### src/hdl/hitv_pkg.sv
// Shared types and constants of the hashed identifier table with match vote.
package hitv_pkg;

	localparam int TABLE_DEPTH_DEF = 32;

	localparam logic [1:0] OP_ADD   = 2'd0;
	localparam logic [1:0] OP_CHECK = 2'd1;
	localparam logic [1:0] OP_MARK  = 2'd2;
	localparam logic [1:0] OP_SPARE = 2'd3;

	localparam logic [1:0] ST_STORED = 2'd0;
	localparam logic [1:0] ST_DUP    = 2'd1;
	localparam logic [1:0] ST_FULL   = 2'd2;

	localparam logic KIND_ADD   = 1'b0;
	localparam logic KIND_CHECK = 1'b1;

	localparam logic [6:0] LAST_ROUND = 7'd79;
	localparam logic [5:0] LAST_POS   = 6'd63;
	localparam logic [5:0] LEN_POS    = 6'd56;

	localparam logic [31:0] H_INIT [5] = '{
		32'h67452301, 32'hEFCDAB89, 32'h98BADCFE, 32'h10325476, 32'hC3D2E1F0
	};

	localparam logic [31:0] K_R0 = 32'h5A827999;
	localparam logic [31:0] K_R1 = 32'h6ED9EBA1;
	localparam logic [31:0] K_R2 = 32'h8F1BBCDC;
	localparam logic [31:0] K_R3 = 32'hCA62C1D6;

	typedef enum logic [1:0] {
		BSEL_DATA,
		BSEL_PAD,
		BSEL_ZERO,
		BSEL_LEN
	} bsel_t;

	typedef struct packed {
		logic  capture;
		logic  mark;
		logic  cand_inc;
		logic  push;
		bsel_t bsel;
		logic  comp_start;
		logic  round;
		logic  comp_add;
		logic  final_word;
		logic  set_dup;
		logic  store;
		logic  walk_rd;
		logic  walk_dec;
		logic  scan_init;
		logic  scan_rd;
		logic  scan_cmp;
		logic  out_load_add;
		logic  out_load_chk;
	} cmd_t;

	typedef struct packed {
		logic [1:0] op;
		logic       last;
		logic [5:0] pos;
		logic       rnd_last;
		logic       full;
		logic       walk_more;
		logic       scan_more;
		logic       rd_eq;
		logic       type_diff;
	} stat_t;

endpackage

### src/hdl/hitv_in_if.sv
// Input item channel of the hashed identifier table.
interface hitv_in_if;
	logic        valid;
	logic        ready;
	logic [1:0]  opcode;
	logic [7:0]  data_byte;
	logic [1:0]  block_type;
	logic [31:0] candidate_word;
	logic        last;

	modport source (output valid, opcode, data_byte, block_type, candidate_word, last,
		input ready);
	modport sink (input valid, opcode, data_byte, block_type, candidate_word, last,
		output ready);
endinterface

### src/hdl/hitv_out_if.sv
// Result item channel of the hashed identifier table.
interface hitv_out_if;
	logic        valid;
	logic        ready;
	logic        result_kind;
	logic [1:0]  add_status;
	logic [31:0] entry_word;
	logic [5:0]  entry_index;
	logic        verdict;
	logic [2:0]  types_equal;
	logic [2:0]  types_present;

	modport source (output valid, result_kind, add_status, entry_word, entry_index, verdict,
		types_equal, types_present, input ready);
	modport sink (input valid, result_kind, add_status, entry_word, entry_index, verdict,
		types_equal, types_present, output ready);
endinterface

### src/hdl/hitv_dp.sv
// Datapath: SHA-1 engine, entry table memory, duplicate walk and match vote.
module hitv_dp #(
	parameter int TABLE_DEPTH = hitv_pkg::TABLE_DEPTH_DEF
) (
	input  logic                clk,
	input  logic                arst_n,
	input  hitv_pkg::cmd_t      cmd,
	output hitv_pkg::stat_t     stat,
	input  logic [1:0]          opcode,
	input  logic [7:0]          data_byte,
	input  logic [1:0]          block_type,
	input  logic [31:0]         candidate_word,
	input  logic                last,
	output logic                result_kind,
	output logic [1:0]          add_status,
	output logic [31:0]         entry_word,
	output logic [5:0]          entry_index,
	output logic                verdict,
	output logic [2:0]          types_equal,
	output logic [2:0]          types_present
);
	localparam int AW = (TABLE_DEPTH > 1) ? $clog2(TABLE_DEPTH) : 1;
	localparam int CW = $clog2(TABLE_DEPTH + 1);
	localparam int NW = $clog2(TABLE_DEPTH + 2);

	function automatic logic [2:0] cnt4(input logic [3:0] v);
		return {2'b0, v[0]} + {2'b0, v[1]} + {2'b0, v[2]} + {2'b0, v[3]};
	endfunction

	logic [1:0]   op_q;
	logic [7:0]   byte_q;
	logic [1:0]   type_q;
	logic [31:0]  cand_q;
	logic         last_q;
	logic [511:0] blk_q;
	logic [5:0]   pos_q;
	logic [31:0]  len_q;
	logic [31:0]  h_q [5];
	logic [31:0]  a_q, b_q, c_q, d_q, e_q;
	logic [6:0]   rnd_q;
	logic [31:0]  word_q;
	logic [1:0]   status_q;
	logic [CW-1:0] index_q, count_q, start_q, idx_q;
	logic [31:0]  rd_q;
	logic [3:0]   present_q, eqf_q;
	logic [NW-1:0] ncand_q;
	logic [31:0]  mem [TABLE_DEPTH];

	logic [7:0]   push_byte;
	logic [63:0]  len_bits;
	logic [31:0]  w_new, f_v, k_v, t_v;
	logic [2:0]   neq, npres;

	assign len_bits = {29'b0, len_q, 3'b0};

	always_comb begin
		case (cmd.bsel)
			hitv_pkg::BSEL_DATA: push_byte = byte_q;
			hitv_pkg::BSEL_PAD:  push_byte = 8'h80;
			hitv_pkg::BSEL_LEN:  push_byte = 8'(len_bits >> {3'd7 - pos_q[2:0], 3'b0});
			default:             push_byte = 8'h00;
		endcase
	end

	assign w_new = {blk_q[511:480] ^ blk_q[447:416] ^ blk_q[255:224] ^ blk_q[95:64]};

	always_comb begin
		if (rnd_q < 7'd20) begin
			f_v = (b_q & c_q) | (~b_q & d_q);
			k_v = hitv_pkg::K_R0;
		end else if (rnd_q < 7'd40) begin
			f_v = b_q ^ c_q ^ d_q;
			k_v = hitv_pkg::K_R1;
		end else if (rnd_q < 7'd60) begin
			f_v = (b_q & c_q) | (b_q & d_q) | (c_q & d_q);
			k_v = hitv_pkg::K_R2;
		end else begin
			f_v = b_q ^ c_q ^ d_q;
			k_v = hitv_pkg::K_R3;
		end
	end

	assign t_v = {a_q[26:0], a_q[31:27]} + f_v + e_q + k_v + blk_q[511:480];

	assign neq   = cnt4(eqf_q);
	assign npres = cnt4(present_q);

	always_comb begin
		stat.op        = op_q;
		stat.last      = last_q;
		stat.pos       = pos_q;
		stat.rnd_last  = (rnd_q == hitv_pkg::LAST_ROUND);
		stat.full      = (count_q >= CW'(TABLE_DEPTH));
		stat.walk_more = (idx_q > start_q);
		stat.scan_more = (idx_q < count_q);
		stat.rd_eq     = (rd_q == word_q);
		stat.type_diff = (rd_q[1:0] != word_q[1:0]);
	end

	always_ff @(posedge clk) begin
		if (cmd.capture) begin
			op_q   <= opcode;
			byte_q <= data_byte;
			type_q <= block_type;
			cand_q <= candidate_word;
			last_q <= last;
		end
		if (cmd.push) begin
			blk_q <= {blk_q[503:0], push_byte};
		end else if (cmd.round) begin
			blk_q <= {blk_q[479:0], w_new[30:0], w_new[31]};
		end
		if (cmd.comp_start) begin
			a_q   <= h_q[0];
			b_q   <= h_q[1];
			c_q   <= h_q[2];
			d_q   <= h_q[3];
			e_q   <= h_q[4];
			rnd_q <= '0;
		end else if (cmd.round) begin
			a_q   <= t_v;
			b_q   <= a_q;
			c_q   <= {b_q[1:0], b_q[31:2]};
			d_q   <= c_q;
			e_q   <= d_q;
			rnd_q <= rnd_q + 7'd1;
		end
		if (cmd.walk_rd) begin
			rd_q <= mem[AW'(idx_q - CW'(1))];
		end else if (cmd.scan_rd) begin
			rd_q <= mem[AW'(idx_q)];
		end
		if (cmd.store) begin
			mem[AW'(count_q)] <= word_q;
		end
		if (cmd.final_word) begin
			word_q   <= {h_q[0][31:2], type_q};
			index_q  <= count_q;
			status_q <= stat.full ? hitv_pkg::ST_FULL : hitv_pkg::ST_STORED;
		end else if (cmd.set_dup) begin
			status_q <= hitv_pkg::ST_DUP;
		end
		if (cmd.out_load_add) begin
			result_kind   <= hitv_pkg::KIND_ADD;
			add_status    <= status_q;
			entry_word    <= word_q;
			entry_index   <= 6'(index_q);
			verdict       <= 1'b0;
			types_equal   <= '0;
			types_present <= '0;
		end else if (cmd.out_load_chk) begin
			result_kind   <= hitv_pkg::KIND_CHECK;
			add_status    <= '0;
			entry_word    <= '0;
			entry_index   <= '0;
			verdict       <= eqf_q[0] && (neq == npres || neq >= 3'd3) &&
				(ncand_q <= NW'(TABLE_DEPTH));
			types_equal   <= neq;
			types_present <= npres;
		end
	end

	always_ff @(posedge clk or negedge arst_n) begin
		if (!arst_n) begin
			pos_q     <= '0;
			len_q     <= '0;
			h_q       <= hitv_pkg::H_INIT;
			count_q   <= '0;
			start_q   <= '0;
			idx_q     <= '0;
			present_q <= '0;
			eqf_q     <= '0;
			ncand_q   <= '0;
		end else begin
			if (cmd.push) begin
				pos_q <= pos_q + 6'd1;
				if (cmd.bsel == hitv_pkg::BSEL_DATA) begin
					len_q <= len_q + 32'd1;
				end
			end
			if (cmd.comp_add) begin
				h_q[0] <= h_q[0] + a_q;
				h_q[1] <= h_q[1] + b_q;
				h_q[2] <= h_q[2] + c_q;
				h_q[3] <= h_q[3] + d_q;
				h_q[4] <= h_q[4] + e_q;
			end
			if (cmd.final_word) begin
				h_q   <= hitv_pkg::H_INIT;
				len_q <= '0;
				pos_q <= '0;
				idx_q <= count_q;
			end
			if (cmd.mark) begin
				start_q <= count_q;
			end
			if (cmd.store) begin
				count_q   <= count_q + CW'(1);
				present_q <= present_q | (4'b1 << word_q[1:0]);
			end
			if (cmd.walk_dec) begin
				idx_q <= idx_q - CW'(1);
			end
			if (cmd.scan_init) begin
				idx_q <= '0;
			end else if (cmd.scan_rd) begin
				idx_q <= idx_q + CW'(1);
			end
			if (cmd.cand_inc && ncand_q <= NW'(TABLE_DEPTH)) begin
				ncand_q <= ncand_q + NW'(1);
			end
			if (cmd.scan_cmp && rd_q == cand_q) begin
				eqf_q <= eqf_q | (4'b1 << rd_q[1:0]);
			end
			if (cmd.out_load_chk) begin
				eqf_q   <= '0;
				ncand_q <= '0;
			end
		end
	end
endmodule

### src/hdl/hitv_ctrl.sv
// Controller state machine that sequences hashing, table walks and result delivery.
module hitv_ctrl (
	input  logic            clk,
	input  logic            arst_n,
	input  logic            in_valid,
	output logic            in_ready,
	input  logic [1:0]      in_opcode,
	output logic            out_valid,
	input  logic            out_ready,
	input  hitv_pkg::stat_t stat,
	output hitv_pkg::cmd_t  cmd
);
	typedef enum logic [3:0] {
		S_IDLE,
		S_PUSH,
		S_PAD80,
		S_ZERO,
		S_LEN,
		S_ROUND,
		S_CADD,
		S_FINAL,
		S_WALK_RD,
		S_WALK_CMP,
		S_SCAN_RD,
		S_SCAN_CMP,
		S_RESULT
	} state_t;

	state_t state_q, state_n, ret_q, ret_n;
	logic   load;
	logic   blk_end;

	assign blk_end  = (stat.pos == hitv_pkg::LAST_POS);
	assign in_ready = (state_q == S_IDLE);
	assign load     = (state_q == S_RESULT) && (!out_valid || out_ready);

	always_comb begin
		cmd     = '0;
		state_n = state_q;
		ret_n   = ret_q;
		case (state_q)
			S_IDLE: begin
				if (in_valid) begin
					cmd.capture = 1'b1;
					case (in_opcode)
						hitv_pkg::OP_ADD: state_n = S_PUSH;
						hitv_pkg::OP_CHECK: begin
							cmd.cand_inc  = 1'b1;
							cmd.scan_init = 1'b1;
							state_n       = S_SCAN_RD;
						end
						hitv_pkg::OP_MARK: cmd.mark = 1'b1;
						default: ;
					endcase
				end
			end
			S_PUSH: begin
				cmd.push = 1'b1;
				cmd.bsel = hitv_pkg::BSEL_DATA;
				if (blk_end) begin
					cmd.comp_start = 1'b1;
					ret_n          = stat.last ? S_PAD80 : S_IDLE;
					state_n        = S_ROUND;
				end else begin
					state_n = stat.last ? S_PAD80 : S_IDLE;
				end
			end
			S_PAD80: begin
				cmd.push = 1'b1;
				cmd.bsel = hitv_pkg::BSEL_PAD;
				if (blk_end) begin
					cmd.comp_start = 1'b1;
					ret_n          = S_ZERO;
					state_n        = S_ROUND;
				end else begin
					state_n = S_ZERO;
				end
			end
			S_ZERO: begin
				if (stat.pos == hitv_pkg::LEN_POS) begin
					state_n = S_LEN;
				end else begin
					cmd.push = 1'b1;
					cmd.bsel = hitv_pkg::BSEL_ZERO;
					if (blk_end) begin
						cmd.comp_start = 1'b1;
						ret_n          = S_ZERO;
						state_n        = S_ROUND;
					end
				end
			end
			S_LEN: begin
				cmd.push = 1'b1;
				cmd.bsel = hitv_pkg::BSEL_LEN;
				if (blk_end) begin
					cmd.comp_start = 1'b1;
					ret_n          = S_FINAL;
					state_n        = S_ROUND;
				end
			end
			S_ROUND: begin
				cmd.round = 1'b1;
				if (stat.rnd_last) begin
					state_n = S_CADD;
				end
			end
			S_CADD: begin
				cmd.comp_add = 1'b1;
				state_n      = ret_q;
			end
			S_FINAL: begin
				cmd.final_word = 1'b1;
				state_n        = stat.full ? S_RESULT : S_WALK_RD;
			end
			S_WALK_RD: begin
				if (stat.walk_more) begin
					cmd.walk_rd = 1'b1;
					state_n     = S_WALK_CMP;
				end else begin
					cmd.store = 1'b1;
					state_n   = S_RESULT;
				end
			end
			S_WALK_CMP: begin
				if (stat.rd_eq) begin
					cmd.set_dup = 1'b1;
					state_n     = S_RESULT;
				end else if (stat.type_diff) begin
					cmd.store = 1'b1;
					state_n   = S_RESULT;
				end else begin
					cmd.walk_dec = 1'b1;
					state_n      = S_WALK_RD;
				end
			end
			S_SCAN_RD: begin
				if (stat.scan_more) begin
					cmd.scan_rd = 1'b1;
					state_n     = S_SCAN_CMP;
				end else begin
					state_n = stat.last ? S_RESULT : S_IDLE;
				end
			end
			S_SCAN_CMP: begin
				cmd.scan_cmp = 1'b1;
				state_n      = S_SCAN_RD;
			end
			S_RESULT: begin
				if (load) begin
					cmd.out_load_add = (stat.op == hitv_pkg::OP_ADD);
					cmd.out_load_chk = (stat.op != hitv_pkg::OP_ADD);
					state_n          = S_IDLE;
				end
			end
			default: state_n = S_IDLE;
		endcase
	end

	always_ff @(posedge clk or negedge arst_n) begin
		if (!arst_n) begin
			state_q   <= S_IDLE;
			ret_q     <= S_IDLE;
			out_valid <= 1'b0;
		end else begin
			state_q <= state_n;
			ret_q   <= ret_n;
			if (load) begin
				out_valid <= 1'b1;
			end else if (out_ready) begin
				out_valid <= 1'b0;
			end
		end
	end
endmodule

### src/hdl/hashed_id_table_with_match_vote_unit.sv
// Top level of the hashed identifier table with match vote.
// Items arrive on item_ch (valid/ready). Opcode add streams message bytes into a
// SHA-1 engine; the item marked last finishes the hash and gives one add result.
// Opcode check streams candidate words; the word marked last gives one verdict.
// Opcode mark moves the start of the duplicate walk to the current entry count.
// Results leave on result_ch through an output register.
// The block works on one item at a time. A non-final add byte is pushed into the
// message block; when it completes a 64-byte block, the 80 SHA-1 rounds run first,
// one per cycle. A final add byte is followed by the padding bytes, one per cycle
// while no compression runs, one or two compressions, then the duplicate walk that
// reads and compares one entry at a time. A check word reads and compares each
// stored entry in turn through the single read port of the entry table memory.
// Reset empties the table, clears the start mark and the vote and restarts the
// hash. The table needs no clearing pass. When the receiver stalls, the block
// keeps taking items until it has a second result to hand over, and then waits.
module hashed_id_table_with_match_vote_unit #(
	parameter int TABLE_DEPTH = hitv_pkg::TABLE_DEPTH_DEF
) (
	input  logic      clk,
	input  logic      arst_n,
	hitv_in_if.sink   item_ch,
	hitv_out_if.source result_ch
);
	hitv_pkg::cmd_t  cmd;
	hitv_pkg::stat_t stat;

	hitv_ctrl u_ctrl (
		.clk       (clk),
		.arst_n    (arst_n),
		.in_valid  (item_ch.valid),
		.in_ready  (item_ch.ready),
		.in_opcode (item_ch.opcode),
		.out_valid (result_ch.valid),
		.out_ready (result_ch.ready),
		.stat      (stat),
		.cmd       (cmd)
	);

	hitv_dp #(
		.TABLE_DEPTH (TABLE_DEPTH)
	) u_dp (
		.clk            (clk),
		.arst_n         (arst_n),
		.cmd            (cmd),
		.stat           (stat),
		.opcode         (item_ch.opcode),
		.data_byte      (item_ch.data_byte),
		.block_type     (item_ch.block_type),
		.candidate_word (item_ch.candidate_word),
		.last           (item_ch.last),
		.result_kind    (result_ch.result_kind),
		.add_status     (result_ch.add_status),
		.entry_word     (result_ch.entry_word),
		.entry_index    (result_ch.entry_index),
		.verdict        (result_ch.verdict),
		.types_equal    (result_ch.types_equal),
		.types_present  (result_ch.types_present)
	);
endmodule

### src/flat_wrapper.sv
// flat-port wrapper written by rule: the top's interface ports become plain ports
module hashed_id_table_with_match_vote_unit_flat 
#(
	parameter int TABLE_DEPTH = hitv_pkg::TABLE_DEPTH_DEF
)
  (clk, arst_n, item_ch_valid, item_ch_opcode, item_ch_data_byte, item_ch_block_type, item_ch_candidate_word, item_ch_last, item_ch_ready, result_ch_valid, result_ch_result_kind, result_ch_add_status, result_ch_entry_word, result_ch_entry_index, result_ch_verdict, result_ch_types_equal, result_ch_types_present, result_ch_ready);
  hitv_in_if item_ch_i ();
  hitv_out_if result_ch_i ();
  input  logic clk;
  input  logic arst_n;
  input wire logic [$bits(item_ch_i.valid)-1:0] item_ch_valid;
  input wire logic [$bits(item_ch_i.opcode)-1:0] item_ch_opcode;
  input wire logic [$bits(item_ch_i.data_byte)-1:0] item_ch_data_byte;
  input wire logic [$bits(item_ch_i.block_type)-1:0] item_ch_block_type;
  input wire logic [$bits(item_ch_i.candidate_word)-1:0] item_ch_candidate_word;
  input wire logic [$bits(item_ch_i.last)-1:0] item_ch_last;
  output wire logic [$bits(item_ch_i.ready)-1:0] item_ch_ready;
  output wire logic [$bits(result_ch_i.valid)-1:0] result_ch_valid;
  output wire logic [$bits(result_ch_i.result_kind)-1:0] result_ch_result_kind;
  output wire logic [$bits(result_ch_i.add_status)-1:0] result_ch_add_status;
  output wire logic [$bits(result_ch_i.entry_word)-1:0] result_ch_entry_word;
  output wire logic [$bits(result_ch_i.entry_index)-1:0] result_ch_entry_index;
  output wire logic [$bits(result_ch_i.verdict)-1:0] result_ch_verdict;
  output wire logic [$bits(result_ch_i.types_equal)-1:0] result_ch_types_equal;
  output wire logic [$bits(result_ch_i.types_present)-1:0] result_ch_types_present;
  input wire logic [$bits(result_ch_i.ready)-1:0] result_ch_ready;
  assign item_ch_i.valid = item_ch_valid;
  assign item_ch_i.opcode = item_ch_opcode;
  assign item_ch_i.data_byte = item_ch_data_byte;
  assign item_ch_i.block_type = item_ch_block_type;
  assign item_ch_i.candidate_word = item_ch_candidate_word;
  assign item_ch_i.last = item_ch_last;
  assign item_ch_ready = item_ch_i.ready;
  assign result_ch_valid = result_ch_i.valid;
  assign result_ch_result_kind = result_ch_i.result_kind;
  assign result_ch_add_status = result_ch_i.add_status;
  assign result_ch_entry_word = result_ch_i.entry_word;
  assign result_ch_entry_index = result_ch_i.entry_index;
  assign result_ch_verdict = result_ch_i.verdict;
  assign result_ch_types_equal = result_ch_i.types_equal;
  assign result_ch_types_present = result_ch_i.types_present;
  assign result_ch_i.ready = result_ch_ready;
  hashed_id_table_with_match_vote_unit #(.TABLE_DEPTH(TABLE_DEPTH)) u_core (.clk(clk), .arst_n(arst_n), .item_ch(item_ch_i), .result_ch(result_ch_i));
endmodule
### config.mk
export PLATFORM = sky130hd
export DESIGN_NAME = hashed_id_table_with_match_vote_unit_flat
export DESIGN_NICKNAME = d
export VERILOG_FILES = /design/src/hdl/hitv_pkg.sv /design/src/hdl/hitv_in_if.sv /design/src/hdl/hitv_out_if.sv /design/src/hdl/hitv_dp.sv /design/src/hdl/hitv_ctrl.sv /design/src/hdl/hashed_id_table_with_match_vote_unit.sv /design/src/flat_wrapper.sv
export SDC_FILE = /design/constraint.sdc
export NUM_CORES = 2
export LEC_CHECK = 0
export BUFFER_PORTS_ARGS = -buffer_cell sky130_fd_sc_hd__buf_2
export CAP_MARGIN = 40
export CORE_MARGIN = 5
export CORE_UTILIZATION = 58
export DETAILED_ROUTE_END_ITERATION = 8
export PLACE_DENSITY = 0.77
export SLEW_MARGIN = 20
export SYNTH_ARGS = -nofsm -noshare
export SYNTH_HDL_FRONTEND = slang
export SYNTH_SLANG_ARGS = --single-unit
### constraint.sdc
create_clock -name clk -period 13.8 [get_ports clk]
set_input_delay 0.69 -clock clk [delete_from_list [all_inputs] [get_ports clk]]
set_output_delay 0.69 -clock clk [all_outputs]
set_load 0.005 [all_outputs]
==> qor.csv <==
stage,metric,value,unit
cts,ctsHtreeMaxLevel,4,
pwr,swShare,0.199,
sta,period_share,0.446,
worst_setup_path,startpoint,u_core.u_dp.rnd_q[3],
cells_and_area,top_regs,"u_core.u_dp.mem (1024), u_core.u_dp.blk_q (512), u_core.u_dp.h_q (160)",
worst_setup_path,criticalPathCategory,reg2reg,
yosys,ys_async_sr_fraction,0.113,
global_route,grt_max_degree,251,
cells_and_area,area_growth,10.6,%
routing,drc,1,
placement,hpwl,178000,um
floorplanning,die_area,191000,um2
routing,wl_met3,32600,um
pwr,combPwrFrac,0.003,
sta,finalHoldViolations,0,
pwr,p_clk_frac,0.453,
sta,fmax,162,MHz
yosys,yosysMostFrequentCell,nand2_1,
routing,met1_length,103000,um
yosys,seq_area_frac_synth,0.586,
global_route,grt_pass1_vias,69100,
yosys,synth_ff_type,edfxtp_1,
yosys,ys_ff_latch,2106,
outcome,outcome,"finished, violations left",
pwr,leakage,0.0412,uW
hold_path,hp-start,item_ch_candidate_word[17],
sta,tns,0,ns
cells_and_area,nFillCells,12500,
floorplanning,fp.coreArea,181000,um2
routing,wl,294000,um
yosys,synthTopCellsByCount,"2042 x nand2_1, 1853 x edfxtp_1, 645 x mux4_2, 327 x nor2_1, 258 x inv_1",
worst_setup_path,rr_startpoint,u_core.u_dp.rnd_q[3],
cts,cts_setup_buffers,0,
yosys,synth_top_area_share,0.526,
cts,cts_tree,done,
yosys,synthTopCellsByArea,"edfxtp_1 53%, mux4_2 14%, nand2_1 7.2%, dfrtp_1 3.7%, ha_1 2.6%",
cts,cts.sinks,2106,
outcome,violations,design-rule violations,
sta,grt_setup_unrepaired,false,
routing,first_iter_violations,9076,
sta,slew_viol_final,0,
routing,wire_per_inst,27.8,um
cells_and_area,diodes,0,
cells_and_area,num-nets-final,8423,
sta,min_period,6.16,ns
pwr,seqPwrFrac,0.544,
pwr,power_density,107,nW/um2
cts,clk_pin_slew_worst_paths,0.06,ns
pwr,p_int,10100,uW
hold_path,min_path_type,in2reg,
cells_and_area,top_register,u_core.u_dp.mem,
floorplanning,fp.dieH,437,um
yosys,ys_types,86,
routing,antenna_left,0,
yosys,syn_nets,8327,
cts,cts_made_buffers,205,
yosys,ys_warn_count,0,
routing,routed-via-count,70000,
cts,root_buffer,clkbuf_16,
placement,post-place-ws,7.69,ns
worst_setup_path,worstPathArrival,6.68,ns
cts,postCtsResizedCells,0,
routing,first_pass_iters,8,
yosys,syn_area,106000,um2
routing,highest_layer,met5,
routing,viasPerCell,6.62,
global_route,antenna_found_initial,6,
pwr,vdd_drop_max,0.000132,V
floorplanning,start_util,0.584,
worst_setup_path,critical_path.endpoint_type,register,
sta,fin_hold_ws,0.0445,ns
sta,setup_ws,7.64,ns
sta,relSlewSlack,0.248,
sta,worstMarginPinSlew,1.13,ns
worst_setup_path,start_kind,register,
floorplanning,pin_count,99,
floorplanning,die_width,437,um
yosys,synthCells,7931,
pwr,netSwitchingPower,2500,uW
worst_setup_path,critPathMaxFanout,21,
run,cap_violations,0,
cells_and_area,drive_gt1_frac,0.170,
routing,dr_wl_met2,138000,um
cells_and_area,largest_reg_flops,1024,
cts,insertion_delay,0.86,ns
yosys,synth_edf_count,1853,
global_route,grt_pass1_wl,438000,um
sta,finClkSkew,0.0520,ns
placement,numPortBuffers,98,
worst_setup_path,required,14.33,ns
global_route,track_usage,0.304,
yosys,synth_area_leader_cell,edfxtp_1,
sta,setup_viol,0,
yosys,syn_avg_cell_area,13.3,um2
cts,clockBufferDepth,3,
placement,gp_congestion,0.911,
floorplanning,num_rows,156,
global_route,grt_overflow_total,0,
[path summary, 6_finish.rpt]
check	endpoint	slack, ns	depth (start not counted)
worst max register to register	u_core.u_dp.a_q[29]	7.64	23
min in group asynchronous	u_core.u_dp.h_q[12]	0.46	2
worst min register to register	u_core.u_dp.word_q[0]	0.42	0
worst max-delay path	u_core.u_dp.a_q[29]	7.64	23
max in group asynchronous	u_core.u_dp.ncand_q[4]	11.60	5
worst min-delay path	u_core.u_dp.cand_q[17]	0.04	1
[repair_timing]
action / 4_1_cts / 5_1_grt
setup endpoints to repair: 0 / 0
hold buffers: 39 / 0
hold endpoints to repair: 74 / 0
[cell usage in the layout (no fill, tap or decap), types with 112 or more instances in the layout]
master     instances
a21oi_1          243
edfxtp_1        1853
ha_1             219
inv_1            256
nor2_1           297
buf_4            112
xnor2_1          229
fa_1             127
mux4_2           645
clkbuf_16        212
xor2_1           134
nand2_1         2037
dfrtp_1          154
o21ai_0          204
[power by group through the flow]
stage | sequential (uW) | clock (uW) | combinational, uW
CTS | 6840 | 5730 | 36.3
floorplan | 6970 | 0 | 0.270
detailed placement | 6970 | 0 | 27.2
finish | 6840 | 5690 | 35.7
global placement | 6970 | 0 | 24.9
global route | 6830 | 6030 | 39.5
[worst max-delay path, cell delays in order, from the launching register on]
cell and delay (ns):
dfxtp_1 0.45, o21ai_0 0.19, or3_1 0.37, buf_4 0.23, inv_2 0.35, nor2_2 0.05, buf_4 0.23, a221oi_1 0.39
fa_1 0.48, fa_1 0.46, inv_1 0.07, ha_1 0.17, inv_1 0.07, fa_1 0.46, nor2b_1 0.14, o21a_1 0.15
o21a_1 0.18, o21a_1 0.24, a21oi_1 0.17, o21ai_1 0.30, nand3_1 0.16, a211oi_1 0.28, o21a_1 0.15, o31ai_1 0.07
[per-stage QoR]
step	cell area, um2	cells	util	power [uW]
finish	117000	10600	0.646	12600
global route	117000	10600	0.646	12900
CTS	117000	10600	0.644	12600
detailed placement	110000	10100	0.605	7000
global placement	109000	10100	0.601	7000
floorplan	106000	7931	-	6970
[cell families (layout without fill, tap and decap cells)]
| logic type | count (synthesis) | count (layout) | synth area share |
|---|---|---|---|
| XOR/XNOR | 367 | 367 | 0.0304 |
| AND/OR/NAND/NOR | 2805 | 2805 | 0.109 |
| adder cells (fa/ha/maj) | 347 | 347 | 0.0501 |
| AO/OA/AOI/OAI | 954 | 954 | 0.0574 |
| buffers and inverters | 666 | 941 | 0.0250 |
| flip-flops | 2106 | 2106 | 0.586 |
| multiplexers | 686 | 686 | 0.141 |
[cell type report]
| cell class | count | area (um2) | area share |
|---|---|---|---|
| Multi-Input combinational cell | 5159 | 41500 | 0.354 |
| Sequential cell | 2106 | 62000 | 0.530 |
| Inverter | 263 | 991 | 0.00847 |
| Clock buffer | 267 | 5640 | 0.0482 |
| Timing Repair Buffer | 292 | 2740 | 0.0234 |
| Clock inverter | 119 | 1160 | 0.00989 |
| Tap cell | 2370 | 2970 | 0.0253 |
[routing by layer]
layer,track usage,vias to the layer above
met5,0,-
li1,-,29400
met4,0.169,2
met1,0.398,34700
met2,0.482,4837
met3,0.0632,1114
Note: power is estimated with default switching activity, not from simulation.
